[config.mk]
export PLATFORM = sky130hd
export DESIGN_NAME = sorted_list_insert
export DESIGN_NICKNAME = d
export VERILOG_FILES = /design/src/slist_pkg.sv /design/src/sorted_list_insert.sv
export SDC_FILE = /design/constraint.sdc
export NUM_CORES = 1
export LEC_CHECK = 0
export BUFFER_PORTS_ARGS = -buffer_cell sky130_fd_sc_hd__buf_2
export CAP_MARGIN = 30
export CORE_MARGIN = 2
export CORE_UTILIZATION = 39
export DETAILED_ROUTE_END_ITERATION = 8
export PLACE_DENSITY = 0.54
export SYNTH_ARGS = -nofsm -noshare
export SYNTH_HDL_FRONTEND = slang
export SYNTH_SLANG_ARGS = --single-unit
[constraint.sdc]
create_clock -name clock -period 5.6 [get_ports clock]
set_input_delay 0.56 -clock clock [delete_from_list [all_inputs] [get_ports clock]]
set_output_delay 0.56 -clock clock [all_outputs]
set_load 0.03 [all_outputs]
[src/slist_pkg.sv]
package slist_pkg;

   localparam int unsigned CAPACITY_DEF = 16;
   localparam int unsigned VALUE_W      = 32;
   localparam int unsigned POS_W        = 4;
   // entry_value and position, padded to whole bytes
   localparam int unsigned RSP_TDATA_W  = ((VALUE_W + POS_W + 7) / 8) * 8;

endpackage

[src/sorted_list_insert.sv]
// Channel   Dir  Handshake              Payload
// req_      in   req_tvalid/req_tready  tdata: value
// rsp_      out  rsp_tvalid/rsp_tready  tdata: entry_value, position; tlast; tuser: dropped
//
// An item is first accepted, which starts the first memory read; then, while the result side
// does not stall, one result per cycle follows, one per entry that the list then holds, each
// paced by the registered read of the entry store feeding a read-modify-write pass.
// The next item is accepted once the last result is in the output register.
// Reset (synchronous, active high) empties the list; the entry store is not cleared.
// A stalled result holds the output register and freezes the pass in place.
module sorted_list_insert #(
   parameter int unsigned CAPACITY = slist_pkg::CAPACITY_DEF
) (
   input  logic                               clock,
   input  logic                               reset,
   input  logic                               req_tvalid,
   output logic                               req_tready,
   input  logic [slist_pkg::VALUE_W-1:0]      req_tdata,  // [31:0] value
   output logic                               rsp_tvalid,
   input  logic                               rsp_tready,
   output logic [slist_pkg::RSP_TDATA_W-1:0]  rsp_tdata,  // [31:0] entry_value, [35:32] position
   output logic                               rsp_tlast,  // last
   output logic                               rsp_tuser   // dropped
);

   localparam int unsigned AW = (CAPACITY > 1) ? $clog2(CAPACITY) : 1;
   localparam int unsigned CW = $clog2(CAPACITY + 1);
   localparam int unsigned VW = slist_pkg::VALUE_W;
   localparam int unsigned PW = slist_pkg::POS_W;
   localparam int unsigned DW = slist_pkg::RSP_TDATA_W;

   localparam logic ST_IDLE = 1'b0;
   localparam logic ST_EMIT = 1'b1;

   logic                 state_ff, state_in;
   logic [CW-1:0]        occ_ff, occ_in;
   logic [CW-1:0]        old_cnt_ff, old_cnt_in;
   logic [CW-1:0]        idx_ff, idx_in;
   logic                 drop_ff, drop_in;
   logic                 ins_ff, ins_in;
   logic signed [VW-1:0] val_ff, val_in;
   logic [VW-1:0]        carry_ff, carry_in;

   logic                 rsp_valid_ff, rsp_valid_in;
   logic [VW-1:0]        rsp_value_ff, rsp_value_in;
   logic [PW-1:0]        rsp_pos_ff, rsp_pos_in;
   logic                 rsp_last_ff, rsp_last_in;
   logic                 rsp_drop_ff, rsp_drop_in;

   logic [VW-1:0]        mem [CAPACITY];
   logic [VW-1:0]        rd_data_ff;
   logic                 rd_en;
   logic [AW-1:0]        rd_addr;
   logic                 wr_en;
   logic [AW-1:0]        wr_addr;
   logic [VW-1:0]        wr_data;

   logic                 accept;
   logic                 out_free;
   logic                 step;
   logic                 old_valid;
   logic                 old_less;
   logic                 is_last;
   logic [CW-1:0]        idx_next;

   assign req_tready = (state_ff == ST_IDLE);
   assign accept     = req_tvalid && req_tready;
   assign out_free   = !rsp_valid_ff || rsp_tready;
   assign step       = (state_ff == ST_EMIT) && out_free;
   assign old_valid  = idx_ff < old_cnt_ff;
   assign old_less   = $signed(rd_data_ff) < val_ff;
   assign idx_next   = idx_ff + CW'(1);
   assign is_last    = (idx_next == occ_ff);

   always_comb begin
      state_in     = state_ff;
      occ_in       = occ_ff;
      old_cnt_in   = old_cnt_ff;
      idx_in       = idx_ff;
      drop_in      = drop_ff;
      ins_in       = ins_ff;
      val_in       = val_ff;
      carry_in     = carry_ff;
      rsp_valid_in = rsp_valid_ff;
      rsp_value_in = rsp_value_ff;
      rsp_pos_in   = rsp_pos_ff;
      rsp_last_in  = rsp_last_ff;
      rsp_drop_in  = rsp_drop_ff;
      rd_en        = 1'b0;
      rd_addr      = '0;
      wr_en        = 1'b0;
      wr_addr      = idx_ff[AW-1:0];
      wr_data      = val_ff;

      if (rsp_valid_ff && rsp_tready) begin
         rsp_valid_in = 1'b0;
      end

      if (accept) begin
         rd_en      = 1'b1;
         rd_addr    = '0;
         idx_in     = '0;
         old_cnt_in = occ_ff;
         drop_in    = (occ_ff == CW'(CAPACITY));
         ins_in     = 1'b0;
         val_in     = $signed(req_tdata);
         if (occ_ff != CW'(CAPACITY)) begin
            occ_in = occ_ff + CW'(1);
         end
         state_in = ST_EMIT;
      end

      if (step) begin
         rsp_valid_in = 1'b1;
         rsp_pos_in   = PW'(idx_ff);
         rsp_last_in  = is_last;
         rsp_drop_in  = drop_ff;
         priority if (drop_ff) begin
            rsp_value_in = rd_data_ff;
         end else if (ins_ff) begin
            // ripple the displaced entry one place up
            rsp_value_in = carry_ff;
            wr_en        = 1'b1;
            wr_data      = carry_ff;
            carry_in     = rd_data_ff;
         end else if (!old_valid || !old_less) begin
            rsp_value_in = val_ff;
            wr_en        = 1'b1;
            wr_data      = val_ff;
            carry_in     = rd_data_ff;
            ins_in       = 1'b1;
         end else begin
            rsp_value_in = rd_data_ff;
         end
         if (is_last) begin
            state_in = ST_IDLE;
         end else begin
            idx_in  = idx_next;
            rd_en   = 1'b1;
            rd_addr = idx_next[AW-1:0];
         end
      end
   end

   always_ff @(posedge clock) begin
      if (reset) begin
         state_ff     <= ST_IDLE;
         occ_ff       <= '0;
         rsp_valid_ff <= 1'b0;
      end else begin
         state_ff     <= state_in;
         occ_ff       <= occ_in;
         rsp_valid_ff <= rsp_valid_in;
      end
   end

   always_ff @(posedge clock) begin
      old_cnt_ff   <= old_cnt_in;
      idx_ff       <= idx_in;
      drop_ff      <= drop_in;
      ins_ff       <= ins_in;
      val_ff       <= val_in;
      carry_ff     <= carry_in;
      rsp_value_ff <= rsp_value_in;
      rsp_pos_ff   <= rsp_pos_in;
      rsp_last_ff  <= rsp_last_in;
      rsp_drop_ff  <= rsp_drop_in;
   end

   // entry store: one write and one read per cycle, read data registered
   always_ff @(posedge clock) begin
      if (wr_en) begin
         mem[wr_addr] <= wr_data;
      end
      if (rd_en) begin
         rd_data_ff <= mem[rd_addr];
      end
   end

   assign rsp_tvalid = rsp_valid_ff;
   assign rsp_tdata  = DW'({rsp_pos_ff, rsp_value_ff});
   assign rsp_tlast  = rsp_last_ff;
   assign rsp_tuser  = rsp_drop_ff;

   a_occ_bound: assert property (@(posedge clock) disable iff (reset)
      occ_ff <= CW'(CAPACITY))
      else $error("occupancy beyond capacity");

   a_drop_full: assert property (@(posedge clock) disable iff (reset)
      rsp_tvalid && rsp_tuser |-> occ_ff == CW'(CAPACITY))
      else $error("dropped result with room in the list");

   a_busy_after_accept: assert property (@(posedge clock) disable iff (reset)
      accept |=> !req_tready)
      else $error("new item taken during a listing");

   a_idx_bound: assert property (@(posedge clock) disable iff (reset)
      state_ff == ST_EMIT |-> idx_ff < occ_ff)
      else $error("listing index past occupancy");

   a_no_write_on_drop: assert property (@(posedge clock) disable iff (reset)
      wr_en |-> !drop_ff)
      else $error("store written while dropping an item");

endmodule
==> results of run 1 <==
[per-layer routing]
| layer | part of all wire | GRT usage |
|---|---|---|
| met2 | 0.46 | 0.321 |
| met5 | 0 | 0 |
| met4 | 0.024 | 0.0650 |
| met3 | 0.087 | 0.0391 |
| met1 | 0.43 | 0.299 |
[worst max-delay path, stage by stage (launching register included)]
cell and delay [ns]:
dfxtp_1 0.74, ha_1 0.41, xor2_2 0.41, xnor2_1 0.29, a41oi_4 0.51, nand2_4 0.53, buf_4 0.48, o22ai_1 0.21
o22ai_1 0.10, or4_1 0.65
[synth_stat cells (2+ instances only)]
| cell | count | share of area |
|---|---|---|
| mux2i_1 | 33 | 0.013 |
| o31ai_1 | 3 | 0.00087 |
| xor2_1 | 4 | 0.0013 |
| o221ai_1 | 61 | 0.021 |
| a31oi_1 | 32 | 0.0077 |
| nor4_1 | 10 | 0.0024 |
| buf_1 | 9 | 0.0013 |
| nand4_1 | 11 | 0.0026 |
| or2_2 | 2 | 0.00048 |
| nor3_1 | 3 | 0.00058 |
| ha_1 | 41 | 0.020 |
| inv_1 | 44 | 0.0064 |
| and3_1 | 5 | 0.0012 |
| or4_1 | 32 | 0.0092 |
| buf_6 | 3 | 0.0013 |
| o21ai_0 | 18 | 0.0035 |
| a41o_1 | 2 | 0.00077 |
| nand2b_1 | 6 | 0.0014 |
| a31o_2 | 3 | 0.0010 |
| nand2_1 | 159 | 0.023 |
| o21ai_1 | 2 | 0.00038 |
| buf_4 | 5 | 0.0014 |
| a221o_1 | 32 | 0.012 |
| nor2_1 | 54 | 0.0078 |
| clkinv_1 | 2 | 0.00029 |
| xnor2_1 | 10 | 0.0034 |
| nand3_1 | 5 | 0.00096 |
| a211oi_1 | 2 | 0.00058 |
| clkbuf_1 | 65 | 0.0094 |
| o22ai_1 | 219 | 0.053 |
| mux2_2 | 32 | 0.014 |
| dfxtp_1 | 13 | 0.010 |
| a21oi_1 | 20 | 0.0038 |
| edfxtp_1 | 652 | 0.75 |
| buf_2 | 23 | 0.0044 |
[kinds of logic after synthesis]
| group | Yosys count | synth area share |
|---|---|---|
| flops | 665 | 0.763 |
| compound gates | 404 | 0.109 |
| simple gates | 296 | 0.0524 |
| buf+inv | 151 | 0.0245 |
| mux | 65 | 0.0266 |
| fa+ha+maj | 41 | 0.0197 |
| xor+xnor | 15 | 0.00534 |
| other cells | 1 | 0.000144 |
[cells in the final DEF (no fill, tap or decap), drive strengths merged, types with 11 or more instances in the layout]
| master | synthesis | final |
|---|---|---|
| or4 | 32 | 32 |
| inv | 44 | 49 |
| mux2i | 33 | 33 |
| dfxtp | 13 | 13 |
| nand2 | 160 | 160 |
| o21ai | 20 | 20 |
| a221o | 32 | 32 |
| clkbuf | 65 | 90 |
| mux2 | 32 | 32 |
| a31oi | 32 | 32 |
| o221ai | 61 | 61 |
| a21oi | 20 | 20 |
| nand4 | 11 | 11 |
| buf | 40 | 135 |
| o22ai | 219 | 219 |
| edfxtp | 652 | 652 |
| ha | 41 | 41 |
| nor2 | 54 | 54 |
| clkinv | 2 | 30 |
[flip-flops by register name, indices dropped and copies added, names as in the netlist]
| register | count |
|---|---|
| mem | 512 |
| carry_ff | 32 |
| rd_data_ff | 32 |
| rsp_value_ff | 32 |
| val_ff | 32 |
| idx_ff | 5 |
| occ_ff | 5 |
| old_cnt_ff | 5 |
| rsp_pos_ff | 4 |
| drop_ff | 1 |
| ins_ff | 1 |
| rsp_tlast | 1 |
| rsp_tuser | 1 |
| rsp_tvalid | 1 |
| state_ff | 1 |
[per-stage QoR]
step                      instances  instance area [sq um]  hold WS, ns
after floorplan                1641                  26000        0.406
after global placement         2534                  27700        0.486
after detailed placement       2534                  27700        0.499
after CTS                      2660                  29800        0.101
after global routing           2661                  29800        0.110
final                          2661                  29800        0.127
[where the power goes]
group / switching [uW] / leakage [uW] / total (uW) / internal (uW)
Combinational: 2000 / 0.00295 / 2990 / 992
Sequential: 328 / 0.00604 / 6450 / 6120
Clock: 1870 / 0.00103 / 4310 / 2450
Total: 4190 / 0.0100 / 13800 / 9560
[final timing paths]
kind / cells past startpoint / slack (ns) / start / to
max: 9 / 0.91 / idx_ff[0] / rd_data_ff[2]
min: 1 / 0.13 / req_tdata[20] / val_ff[20]
max reg2reg: 9 / 0.91 / idx_ff[0] / rd_data_ff[2]
min reg2reg: 2 / 0.51 / ins_ff / ins_ff
[final cells by class]
| class | instances | area, sq um | area share |
|---|---|---|---|
| multi-input combinational | 825 | 5670 | 0.190 |
| tap | 864 | 1080 | 0.0362 |
| timing repair buffer | 135 | 971 | 0.0325 |
| clock inverter | 36 | 265 | 0.00889 |
| clock buffer | 90 | 1830 | 0.0612 |
| inverter | 46 | 175 | 0.00587 |
| sequential | 665 | 19800 | 0.665 |
==> summary.txt, run 1 <==
Status
  – Status: finished, final reports clean

Drt
  – ANT nets after route: 0
  – Initial DRT Pass Iterations: 5
  – Initial drt markers: 1801
  – Routed wire length: 72.6 mm
  – WL per Instance: 27.3 um
  – Vias: 15711
  – Vias per inst: 5.90
  – DRC Markers: 0

Clock tree
  – CTS Buffer Depth: 3
  – CTS Sinks: 665
  – Setup bufs post-CTS: 0
  – CTS tree: built
  – Num CTS Buffers: 69
  – H-tree depth: 3
  – Clk Latency, worst-skew pair: 0.61 ns
  – Root Driver: clkbuf_16
  – Post-cts resize count: 0
  – Hold-fix buffers, CTS: 0
  – Clk slew on worst S/H paths: 0.06 ns

STA
  – Setup ws final: 0.912 ns
  – Final Setup Violations: 0
  – Final Cycle Share: 0.837
  – Min Clock Period, post-route: 4.69 ns
  – Slew Limit Headroom: 0.334
  – Worst-Margin Slew: 0.999 ns
  – Fmax: 0.213 GHz
  – Slew Limit Fails: 0
  – Hold Fails Final Rpt: 0
  – Unrepaired setup endpoints after global routing: no
  – Setup TNS Final: 0 ns
  – Layout Skew: 0.0272 ns

Placement
  – GP Congestion: 0.789
  – Setup Slack @ Placement: 0.971 ns
  – Buffers on Ports: 75
  – Detailed placer's ending HPWL: 41.2 mm

Synthesis
  – Syn Inst Count: 1638
  – EDFF count, synth: 652
  – Netlist cell types: 56
  – Seq/Total Area, Yosys: 0.763
  – Ys flop type: edfxtp_1
  – Average size of a mapped cell: 15.9 sq um
  – Yosys reg bits: 665
  – Syn. warnings: 0
  – Synthesized area: 26000 sq um
  – Fraction of registers with async set/reset: 0

Critical path
  – Crit Path Class: reg2reg
  – Required @ worst endpoint: 5.88 ns
  – CP startpoint kind: flip-flop
  – CP Max Fanout: 56
  – CP Capture Type: flip-flop
  – Worst EP arrival: 4.97 ns

Power
  – Max IR drop VDD: 0.241 mV
  – Total power: 13800 uW
  – Pleak: 0.0100 uW
  – Pwr/cell area: 461 nW/um^2

Layout
  – # fillers: 5736
  – Layout cells sized above 1: 0.165
  – Final Core Density: 0.453
  – ANT cells: 0
  – Final #Nets: 1819
  – Layout area overhead: 14.7%

Global route
  – GRT Total Usage: 0.208
  – Initial antenna violation count: 3
  – Global route total overflow: 0
  – Number of global-route vias before repair: 15356
  – First-pass GRT wire length: 106 mm
  – Largest net degree at the start of global routing: 85

Hold path
  – HP Class: in2reg

Floorplanning
  – Die width: 262 um
  – Die ar.: 68800 sq um
  – Chip height: 262 um
  – Core ar.: 65900 sq um
  – # rows: 94
  – # IOs: 80
  – Starting density of the core: 0.395

Job
  – Max Cap Viol: 0
No activity file was read; power rests on OpenSTA's default activity.
==> run 2: changes to the inputs <==
- ABC_AREA: default -> 1
- clock period: 5.6 -> 3.9 ns (I/O delays scaled with it)
==> run 2 against run 1 <==
Net effect: clock skew rose by 0.0081 ns; final cell count is 41% higher; sequential power grew 40%; power rose by 57%; area after synthesis increased by 11%; clock power up 60%; wire length increased by 12%; hold slack lost 0.087 ns; combinational power grew 88%; global-route usage increased by 0.34 points; non-clock buffer count grew 71; fmax is 26% higher.
==> summary.txt, run 2 <==
Synthesis
  – Syn. warnings: 0
  – EDFF count, synth: 652
  – Average size of a mapped cell: 11.2 sq um
  – Netlist cell types: 31
  – Ys flop type: edfxtp_1
  – Seq/Total Area, Yosys: 0.685
  – Fraction of registers with async set/reset: 0
  – Cell with the most instances after synthesis: edfxtp_1
  – Syn Inst Count: 2588
  – Synth top area share: 0.676
  – Yosys reg bits: 665
  – Synth top cells by count: edfxtp_1 (652), nand2_1 (530), nand3_1 (420)
  – Synth area leader: edfxtp_1
  – Synthesized area: 28900 sq um
  – Synth area leaders: edfxtp_1 (68%), nand3_1 (7.3%), nand2_1 (6.9%), inv_1 (5.3%), or2_2 (3.0%)

Clock tree
  – H-tree depth: 3
  – CTS Buffer Depth: 3
  – Num CTS Buffers: 72
  – Post-cts resize count: 0
  – Setup bufs post-CTS: 0
  – CTS tree: built
  – Clk slew on worst S/H paths: 0.06 ns
  – Root Driver: clkbuf_16
  – CTS Sinks: 665
  – Clk Latency, worst-skew pair: 0.62 ns

Critical path
  – R2R depth: 13
  – Required @ worst endpoint: 4.19 ns
  – Crit Path Class: reg2reg
  – CP Max Fanout: 21
  – CP Capture Type: flip-flop
  – CP startpoint kind: flip-flop
  – Worst EP arrival: 4.03 ns

STA
  – Final Cycle Share: 0.958
  – Worst-Margin Slew: 1.07 ns
  – Min Clock Period, post-route: 3.74 ns
  – Unrepaired setup endpoints after global routing: no
  – Hold Fails Final Rpt: 0
  – Final Setup Violations: 0
  – Layout Skew: 0.0353 ns
  – Setup TNS Final: 0 ns
  – Slew Limit Headroom: 0.283
  – Fmax: 0.268 GHz
  – Slew Limit Fails: 0

Layout
  – Final #Nets: 2810
  – Storage cell area: 19800 sq um
  – Commonest non-fill, non-tap cell in the layout: edfxtp_1
  – Area of the multi-input gates: 7120 sq um
  – Layout cells sized above 1: 0.160
  – Layout area overhead: 16.5%
  – # fillers: 6689
  – Most frequent cells in the layout: edfxtp_1 (652), nand2_1 (528), nand3_1 (420), inv_1 (403), or2_2 (138)
  – Final Core Density: 0.461
  – Top reg by flops: mem
  – Largest register FFs: 512

Job
  – Max Cap Viol: 0

Global route
  – First-pass GRT wire length: 122 mm
  – GRT Total Usage: 0.211
  – Initial antenna violation count: 3
  – Global route total overflow: 0
  – Number of global-route vias before repair: 19159
  – Largest net degree at the start of global routing: 79

Placement
  – Buffers on Ports: 75
  – Detailed placer's ending HPWL: 48.5 mm
  – GP Congestion: 0.858

Power
  – Logic pwr share: 0.260
  – Pleak: 0.0134 uW
  – Int Pwr: 14500 uW
  – Seq pwr share: 0.419
  – Switching Share: 0.328
  – Pwr/cell area: 639 nW/um^2
  – P_sw: 7080 uW
  – Max IR drop VDD: 0.437 mV
  – Clock group share of total power: 0.321

Floorplanning
  – # rows: 99
  – Starting density of the core: 0.395
  – Core ar.: 73200 sq um
  – Die ar.: 76400 sq um
  – Chip height: 276 um
  – Die width: 276 um
  – # IOs: 80

Drt
  – Vias: 19419
  – Initial drt markers: 1960
  – Initial DRT Pass Iterations: 5
  – Vias per inst: 5.18
  – ANT nets after route: 0
  – Routed wire length: 81.1 mm
  – WL per Instance: 21.6 um
  – DRC Markers: 0

Hold path
  – HP Class: in2reg
  – Worst hold stages: 2

Status
  – Status: finished, final reports clean
run 2: cell types whose count changed after synthesis, sizes merged, moves of 36 or more:
cell	delta
o2111ai	+64
o21ai	+36
o221ai	-61
o22ai	-214
nand2	+371
or2	+137
inv	+367
buf	+38
nand3	+415
run 2: per-layer routing:
metal  track usage  routed length, um  up-vias
met4        0.0661               2100        2
met3        0.0297               4800      123
li1              -                  -     9055
met1         0.291              35800     9556
met5             0                 17        -
met2         0.346              38400      683
run 2: cells by family after synthesis:
logic type | share of synthesized area
buffers and inverters | 0.0751
other | 0.000130
AND/OR/NAND/NOR | 0.183
multiplexers | 0.000389
XOR/XNOR | 0.000908
flip-flops | 0.685
adder cells (fa/ha/maj) | 0.0177
AO/OA/AOI/OAI | 0.0377
run 2: what timing repair did:
item / 4_1_cts / 5_1_grt
hold buffers: 32 / 0
endpoints found under the hold margin: 32 / 0
setup endpoints to repair: 0 / 13
run 2: final timing paths:
kind                  start           end  slack [ns]
max          rd_data_ff[31]    mem[9][14]        0.16
min                   reset      state_ff        0.04
max reg2reg  rd_data_ff[31]    mem[9][14]        0.16
min reg2reg  rd_data_ff[12]  carry_ff[12]        0.48
run 2: critical path: stages (launching register included):
cell      delay [ns]
edfxtp_1        0.42
ha_1            0.45
nand2_1         0.11
nor2_1          0.15
nand4_1         0.24
a21oi_1         0.24
nor2_1          0.08
nand2_1         0.10
a21oi_1         0.08
nand3_1         0.11
nand3_1         0.13
buf_12          0.21
nor2_4          0.70
buf_4           0.36
run 2: power groups by stage:
stage	Sequential [uW]	Clock, uW	Combinational, uW
after detailed placement	9180	0	5550
after global routing	9090	7320	6130
after CTS	9040	7050	5590
after floorplan	9390	0	3080
final	9040	6910	5610
after global placement	9160	0	5540
run 2: cell type report:
class / count / share of cell area
diodes: 1 / 0.0000742
clock buffers: 87 / 0.0564
clock inverters: 41 / 0.0137
inverters: 411 / 0.0459
multi-input cells: 1377 / 0.211
flip-flops and latches: 665 / 0.588
well taps: 959 / 0.0356
repair buffers: 206 / 0.0488
run 2: metrics by stage:
stage | std cells | power [uW] | hold slack, ns | worst slack (ns) | area (sq um)
floorplan | 2591 | 12500 | 0.424 | 0.121 | 29000
global placement | 3582 | 14700 | 0.459 | 0.131 | 31000
detailed placement | 3585 | 14700 | 0.470 | 0.133 | 31000
CTS | 3745 | 21700 | 0.0196 | 0.0939 | 33700
global route | 3746 | 22500 | 0.0440 | 0.00599 | 33700
finish | 3747 | 21600 | 0.0398 | 0.165 | 33700
